[src/rtl/brr_pkg.sv]
// Shared types and constants for the bounded random range reducer.
`default_nettype none

package brr_pkg;

	localparam int unsigned WORD_W = 32;
	localparam int unsigned FU_W   = 4;
	localparam int unsigned STAT_W = 2;

	// Result status codes
	localparam logic [STAT_W-1:0] STATUS_OK           = 2'd0;
	localparam logic [STAT_W-1:0] STATUS_BAD_RANGE    = 2'd1;
	localparam logic [STAT_W-1:0] STATUS_ENTROPY_FAIL = 2'd2;

	// One input request
	typedef struct packed {
		logic [WORD_W-1:0] range_high;
		logic [WORD_W-1:0] range_low;
		logic              entropy_fail;
		logic [WORD_W-1:0] random_word;
	} brr_item_t;

	// State carried between requests
	typedef struct packed {
		logic              busy;
		logic [WORD_W-1:0] int_part;
		logic [WORD_W-1:0] frac_part;
		logic [WORD_W-1:0] span;
		logic [WORD_W-1:0] base;
		logic [FU_W-1:0]   followups;
	} brr_state_t;

	// Result of one step
	typedef struct packed {
		logic              valid;
		logic [WORD_W-1:0] value;
		logic [STAT_W-1:0] status;
	} brr_result_t;

endpackage

`default_nettype wire

[src/rtl/brr_step.sv]
// Combinational step: one multiply, fraction add and decision per item.
`default_nettype none

module brr_step
	import brr_pkg::*;
#(
	parameter int unsigned FOLLOWUP_LIMIT = 10
) (
	input  brr_state_t  state,
	input  brr_item_t   item,
	output brr_state_t  state_next,
	output brr_result_t result
);

	localparam logic [FU_W-1:0] LIMIT_C = FU_W'(FOLLOWUP_LIMIT);

	logic [WORD_W-1:0]   span_new;
	logic [WORD_W-1:0]   span_op;
	logic [2*WORD_W-1:0] prod;
	logic [WORD_W-1:0]   prod_hi;
	logic [WORD_W-1:0]   prod_lo;
	logic [WORD_W:0]     sum;
	logic [WORD_W-1:0]   neg_span;
	logic [WORD_W-1:0]   idle_val;
	logic [WORD_W-1:0]   busy_val;
	logic [FU_W-1:0]     fu_inc;

	// Shared multiplier: span of the new request when idle, stored span otherwise
	assign span_new = item.range_high - item.range_low;
	assign span_op  = state.busy ? state.span : span_new;
	assign prod     = {{WORD_W{1'b0}}, span_op} * {{WORD_W{1'b0}}, item.random_word};
	assign prod_hi  = prod[2*WORD_W-1:WORD_W];
	assign prod_lo  = prod[WORD_W-1:0];

	// Fraction extension and result adders
	assign sum      = {1'b0, state.frac_part} + {1'b0, prod_hi};
	assign neg_span = '0 - span_new;
	assign idle_val = item.range_low + prod_hi;
	assign busy_val = state.base + state.int_part + {{(WORD_W-1){1'b0}}, sum[WORD_W]};
	assign fu_inc   = state.followups + FU_W'(1);

	always_comb begin
		state_next    = state;
		result.valid  = 1'b0;
		result.value  = '0;
		result.status = STATUS_OK;
		if (!state.busy) begin
			if (item.range_low >= item.range_high) begin
				result.valid  = 1'b1;
				result.status = STATUS_BAD_RANGE;
			end else begin
				state_next.base = item.range_low;
				state_next.span = span_new;
				if (span_new == WORD_W'(1)) begin
					result.valid = 1'b1;
					result.value = item.range_low;
				end else if (item.entropy_fail) begin
					result.valid  = 1'b1;
					result.value  = item.range_low;
					result.status = STATUS_ENTROPY_FAIL;
				end else begin
					state_next.int_part  = prod_hi;
					state_next.frac_part = prod_lo;
					if (prod_lo <= neg_span) begin
						result.valid = 1'b1;
						result.value = idle_val;
					end else begin
						state_next.followups = '0;
						state_next.busy      = 1'b1;
					end
				end
			end
		end else if (item.entropy_fail) begin
			result.valid    = 1'b1;
			result.value    = state.base;
			result.status   = STATUS_ENTROPY_FAIL;
			state_next.busy = 1'b0;
		end else if (sum[WORD_W] || (sum[WORD_W-1:0] != '1)) begin
			// carry gives candidate + 1, any other non-all-ones sum the candidate
			result.valid    = 1'b1;
			result.value    = busy_val;
			state_next.busy = 1'b0;
		end else begin
			// undecided: keep going until the follow-up limit
			state_next.frac_part = prod_lo;
			state_next.followups = fu_inc;
			if (fu_inc >= LIMIT_C) begin
				result.valid    = 1'b1;
				result.value    = busy_val;
				state_next.busy = 1'b0;
			end
		end
	end

endmodule

`default_nettype wire

[src/rtl/bounded_random_range_reducer.sv]
// Top level of the bounded random range reducer: input register, state and result register.
//
// Usage: each request on the slave stream carries one random word, an entropy-fail
// flag and a half-open range [range_low, range_high). The range is only read when no
// draw is pending; while a draw needs follow-up words, later requests supply just the
// random word (their range is ignored). A request yields zero or one result on the
// master stream: the chosen value with status 0 (ok), 1 (bad range, value 0) or
// 2 (entropy failure, value = low bound of the pending draw).
// A request accepted into the input register is processed as it moves on into the result
// register, which presents its result from then on.
// Throughput: one request per cycle while the receiver does not stall; the single 32x32
// multiplier plus the fraction add and compare sit combinationally between the input and result registers.
// Reset clears the pending draw and empties both registers.
// When the receiver stalls, the result register holds; one further request is parked
// in the input register, and then s_axis_tready drops until the result is taken.
`default_nettype none

module bounded_random_range_reducer
	import brr_pkg::*;
#(
	parameter int unsigned FOLLOWUP_LIMIT = 10
) (
	input  wire logic        clk,
	input  wire logic        arst_n,
	input  wire logic        s_axis_tvalid,
	output logic             s_axis_tready,
	input  wire logic [95:0] s_axis_tdata,  // random_word, range_low, range_high
	input  wire logic [0:0]  s_axis_tuser,  // entropy_fail
	output logic             m_axis_tvalid,
	input  wire logic        m_axis_tready,
	output logic [31:0]      m_axis_tdata,  // value
	output logic [1:0]       m_axis_tuser   // status
);

	logic        valid_s1;
	brr_item_t   item_s1;
	brr_state_t  state_q;
	brr_state_t  state_next;
	brr_result_t result;
	logic        out_valid_q;
	logic [WORD_W-1:0] out_value_q;
	logic [STAT_W-1:0] out_status_q;
	logic        advance;

	// Item in the input register moves on when the result register is free
	assign advance       = valid_s1 && (!out_valid_q || m_axis_tready);
	assign s_axis_tready = !valid_s1 || advance;

	// Input register
	always_ff @(posedge clk or negedge arst_n) begin
		if (!arst_n) begin
			valid_s1 <= 1'b0;
		end else if (s_axis_tready) begin
			valid_s1 <= s_axis_tvalid;
		end
	end

	always_ff @(posedge clk) begin
		if (s_axis_tready && s_axis_tvalid) begin
			item_s1.random_word  <= s_axis_tdata[31:0];
			item_s1.range_low    <= s_axis_tdata[63:32];
			item_s1.range_high   <= s_axis_tdata[95:64];
			item_s1.entropy_fail <= s_axis_tuser[0];
		end
	end

	brr_step #(
		.FOLLOWUP_LIMIT(FOLLOWUP_LIMIT)
	) u_step (
		.state      (state_q),
		.item       (item_s1),
		.state_next (state_next),
		.result     (result)
	);

	// Draw state
	always_ff @(posedge clk or negedge arst_n) begin
		if (!arst_n) begin
			state_q <= '0;
		end else if (advance) begin
			state_q <= state_next;
		end
	end

	// Result register
	always_ff @(posedge clk or negedge arst_n) begin
		if (!arst_n) begin
			out_valid_q <= 1'b0;
		end else if (advance) begin
			out_valid_q <= result.valid;
		end else if (m_axis_tready) begin
			out_valid_q <= 1'b0;
		end
	end

	always_ff @(posedge clk) begin
		if (advance && result.valid) begin
			out_value_q  <= result.value;
			out_status_q <= result.status;
		end
	end

	assign m_axis_tvalid = out_valid_q;
	assign m_axis_tdata  = out_value_q;
	assign m_axis_tuser  = out_status_q;

	// Checks
	a_bad_range_zero: assert property (@(posedge clk) disable iff (!arst_n)
		(m_axis_tvalid && m_axis_tuser == STATUS_BAD_RANGE) |-> m_axis_tdata == '0)
		else $error("bad range result with nonzero value");

	a_status_legal: assert property (@(posedge clk) disable iff (!arst_n)
		m_axis_tvalid |-> (m_axis_tuser == STATUS_OK || m_axis_tuser == STATUS_BAD_RANGE ||
			m_axis_tuser == STATUS_ENTROPY_FAIL))
		else $error("illegal status code");

	a_fu_below_limit: assert property (@(posedge clk) disable iff (!arst_n)
		state_q.busy |-> state_q.followups < FU_W'(FOLLOWUP_LIMIT))
		else $error("pending draw past follow-up limit");

	a_bad_range_emits: assert property (@(posedge clk) disable iff (!arst_n)
		(advance && !state_q.busy && item_s1.range_low >= item_s1.range_high) |=>
			(out_valid_q && out_status_q == STATUS_BAD_RANGE && !state_q.busy))
		else $error("bad range request did not produce a result");

endmodule

`default_nettype wire
[config.mk]
export PLATFORM = sky130hd
export DESIGN_NAME = bounded_random_range_reducer
export DESIGN_NICKNAME = d
export VERILOG_FILES = /design/src/rtl/brr_pkg.sv /design/src/rtl/brr_step.sv /design/src/rtl/bounded_random_range_reducer.sv
export SDC_FILE = /design/constraint.sdc
export NUM_CORES = 2
export LEC_CHECK = 0
export ABC_AREA = 1
export BUFFER_PORTS_ARGS = -buffer_cell sky130_fd_sc_hd__buf_2
export CORE_UTILIZATION = 40
export DETAILED_ROUTE_END_ITERATION = 12
export PLACE_DENSITY = 0.55
export SYNTH_ARGS = -nofsm -noshare
export SYNTH_HDL_FRONTEND = slang
export SYNTH_SLANG_ARGS = --single-unit
[constraint.sdc]
create_clock -name clk -period 14.3 [get_ports clk]
set_input_delay 2.86 -clock clk [delete_from_list [all_inputs] [get_ports clk]]
set_output_delay 2.86 -clock clk [all_outputs]
set_load 0.02 [all_outputs]
==> Implementation_results.wiki <==
{| class="wikitable"
! Metric !! Value
|-
| CP Max Fanout || 13
|-
| H-tree levels || 2
|-
| Time the worst path needs with I/O delays and setup || between 10,000 and 15,000 ps
|-
| DIE AREA || 138,700 um^2
|-
| Final worst-path cycle share || 96.13%
|-
| Slowest stage cell, crit path || sky130_fd_sc_hd__fa_1
|-
| Fraction of final layout cells with drive strength greater than 1 || 7.177%
|-
| Count of unresolved DRC violations after routing || 0
|-
| Worst endpoint required time || 14,620 ps
|-
| Effective utilization at floorplan || a little over 40%
|-
| Synth cell types || 51
|-
| Worst Setup End Kind || flop
|-
| Bufs on Longest Clock Path || 3
|-
| Fraction of synthesized cell area taken by the top area cell type || 32.85%
|-
| Dpl hpwl || approximately 180,000 um
|-
| Main flop type after synthesis || sky130_fd_sc_hd__dfrtp_1
|-
| Sum of routed wire length over all layers || between 200,000 and 250,000 um
|-
| First-pass GRT wire length || 316,900 um
|-
| Overflow left after global routing || 0
|-
| Setup WS post-layout || about 550 ps
|-
| Area of the mapped netlist || roughly 55,000 um^2
|-
| Launch point of the worst hold path || state_q[45]
|-
| Placed cell area || between 50,000 and 60,000 um^2
|-
| Syn avg cell area || 7.542 um^2
|-
| Post-synthesis register bit count || around 270
|-
| Largest net degree at the start of global routing || 83
|-
| Number of nets at the end of the flow || 8,840
|-
| Outcome || complete, no violations
|-
| Cell depth of the worst min-delay path || 2
|-
| Syn Inst Count || approximately 7,300
|-
| Count of pins over their slew limit || 0
|-
| Cell with the most instances after synthesis || sky130_fd_sc_hd__nand2_1
|-
| Clk_lat worst skew || roughly 630 ps
|-
| Worst hold path class || reg2reg
|-
| Setup total negative slack || 0 ps
|-
| Number of DRC markers after the initial detailed-route iteration || 4,184
|-
| Routed via count divided by cell count || 5.282
|-
| Relative slew margins || ~19%
|-
| Slew at the pin with the worst max-slew slack || around 1200 ps
|-
| Final weighted congestion of routability-driven global placement || around 0.98
|-
| Warnings from Yosys || 0
|-
| Post-synth EDFFs || between 100 and 150
|-
| Antenna-violating nets left || 0
|-
| Number of global-route vias before repair || 49,370
|-
| Fillers || between 10,000 and 15,000
|-
| Post-placement setup slack || -123.1 ps
|-
| Input/output buffers || roughly 140
|-
| Skew final || between 15 and 20 ps
|-
| Critical path startpoint || item_s1[35]
|-
| Commonest cells post-synth || sky130_fd_sc_hd__nand2_1 (1,818), sky130_fd_sc_hd__inv_1 (1,490), sky130_fd_sc_hd__fa_1 (901)
|-
| CTS tree || yes
|-
| # rows || approximately 140
|-
| Final number of hold-violating endpoints || 0
|-
| Launch instance of the worst register-to-register path || item_s1[35]
|-
| Total via count in the routed design || 48,710
|-
| Core region area || 135,800 um^2
|-
| Master cell of the clock root buffer || sky130_fd_sc_hd__clkbuf_16
|-
| Class of the most critical setup path || reg2reg
|-
| Clock-pin slew of the registers on the worst-case setup and hold paths || 60 ps
|-
| Unrepaired setup endpoints after global routing || false
|-
| Crit path DAT || 14,070 ps
|-
| Sequential-to-total area share from yosys stat || 13.32%
|-
| Cell types with the largest area share after synthesis || sky130_fd_sc_hd__fa_1 (33%), sky130_fd_sc_hd__nand2_1 (12%), sky130_fd_sc_hd__inv_1 (10%)
|-
| Number of clock buffers inserted by TritonCTS || 38
|-
| Startpoint type of the worst setup path || flop
|-
| Setup violators final || 0
|-
| Die width || roughly 370 um
|-
| Hold-fix buffers, CTS || 0
|-
| Total non-filler cell area in the finished layout || 59,890 um^2
|-
| Top Ports || 137
|-
| Post-synth top area cell || sky130_fd_sc_hd__fa_1
|-
| Post-detailed-route wirelength per cell || 22.75 um
|-
| First-pass DRT Iterations || 6
|-
| CTS sink count || 266
|-
| Number of antenna violations at the first check in global routing || 2
|-
| Worst Reg-to-Reg Cells || 62
|-
| Synthesized netlist net count || roughly 8,700
|-
| Synthesis-to-finish area growth || 9.091%
|-
| Vertical die dimension || approximately 370 um
|-
| Delay of the slowest cell on the worst path || approximately 600 ps
|-
| Number of maximum-capacitance constraint violations || 0
|-
| Most repeated library cell on the critical path || sky130_fd_sc_hd__nand2_1
|-
| Overall global routing resource usage || 30.72%
|-
| Maximum operating frequency || 72.75 MHz
|-
| Async set or reset register ratio after synthesis || between 50% and 60%
|}
[worst paths after layout]
kind / end / slack (ps)
worst max-delay path: m_axis_tdata[31] / 550
worst min-delay path: state_q[45] / 480
worst max register to register: m_axis_tdata[31] / 550
worst min register to register: state_q[45] / 480
max in group asynchronous: state_q[132] / 10510
min in group asynchronous: state_q[28] / 2320
[metal layers]
layer  GRT usage (%)  part of all wire (%)  up-vias
met1           41.98                    43    24370
met3           4.104                   6.6      314
met5               0                0.0062        -
met2           49.68                    46     1813
met4           11.04                   4.1        2
li1                -                     -    22210
[logic make-up after synthesis]
kind of cell,share of synthesized area [%]
AND/OR/NAND/NOR,24.07
AO/OA/AOI/OAI,5.342
XOR/XNOR,2.361
adder cells (fa/ha/maj),42.61
buffers and inverters,12.30
flip-flops,13.32
[area by class of cell]
type / count / area, um^2 / area share (%)
Antenna cell: 1 / 2.502 / 0.004178
Clock buffer: 45 / 987.2 / 1.648
Clock inverter: 25 / 309.0 / 0.5160
Inverter: 1521 / 5736 / 9.576
Multi-Input combinational cell: 5241 / 41020 / 68.48
Sequential cell: 266 / 7316 / 12.21
Tap cell: 1781 / 2228 / 3.721
Timing Repair Buffer: 342 / 2300 / 3.840
[stage by stage]
step,instances,hold WS (ps),util (%)
2_1_floorplan,7280,441.5,-
3_3_place_gp,9139,453.9,42.97
3_5_place_dp,9139,458.7,42.97
4_1_cts,9209,474.9,43.95
5_1_grt,9221,489.2,44.10
6_report,9222,475.5,44.10
[cell usage in the layout, fill, tap and decap left out, types with 25 or more instances in the layout]
cell                        Yosys  routed
sky130_fd_sc_hd__a21oi_1      208     206
sky130_fd_sc_hd__a31oi_1       25      25
sky130_fd_sc_hd__buf_2         14     135
sky130_fd_sc_hd__buf_4          8     200
sky130_fd_sc_hd__clkbuf_16      0      38
sky130_fd_sc_hd__dfrtp_1      135     134
sky130_fd_sc_hd__edfxtp_1     131     131
sky130_fd_sc_hd__fa_1         901     900
sky130_fd_sc_hd__ha_1         428     428
sky130_fd_sc_hd__inv_1       1490    1484
sky130_fd_sc_hd__nand2_1     1818    1817
sky130_fd_sc_hd__nand3_1      252     252
sky130_fd_sc_hd__nand3b_1      29      29
sky130_fd_sc_hd__nand4_1      117     117
sky130_fd_sc_hd__nor2_1       883     880
sky130_fd_sc_hd__nor3_1        39      38
sky130_fd_sc_hd__o21ai_0      180     170
sky130_fd_sc_hd__o21bai_1      25      25
sky130_fd_sc_hd__xnor2_1       33      33
sky130_fd_sc_hd__xor2_1       115     110
[state kept, by name (all words and copies together), names as in the netlist]
name           flops
state_q          133
item_s1           97
m_axis_tdata      32
m_axis_tuser       2
m_axis_tvalid      1
valid_s1           1
[repair_timing]
action | in CTS | in global routing
gates resized for setup | 5 | 23
setup endpoints to repair | 5 | 19
buffers inserted | 0 | 12
pin swaps | 0 | 3
[critical path: cells and delay by family (launching register included)]
family          cells  cell delay, ps
compound gates      9            2170
simple gates       28            3510
fa+ha+maj          12            5440
xor+xnor            1             200
flops               1             400
buf+inv            12            1700
Power is left out: the tool's default activity adds up to more than one toggle a clock period on the data nets, which glitch-free logic cannot reach.
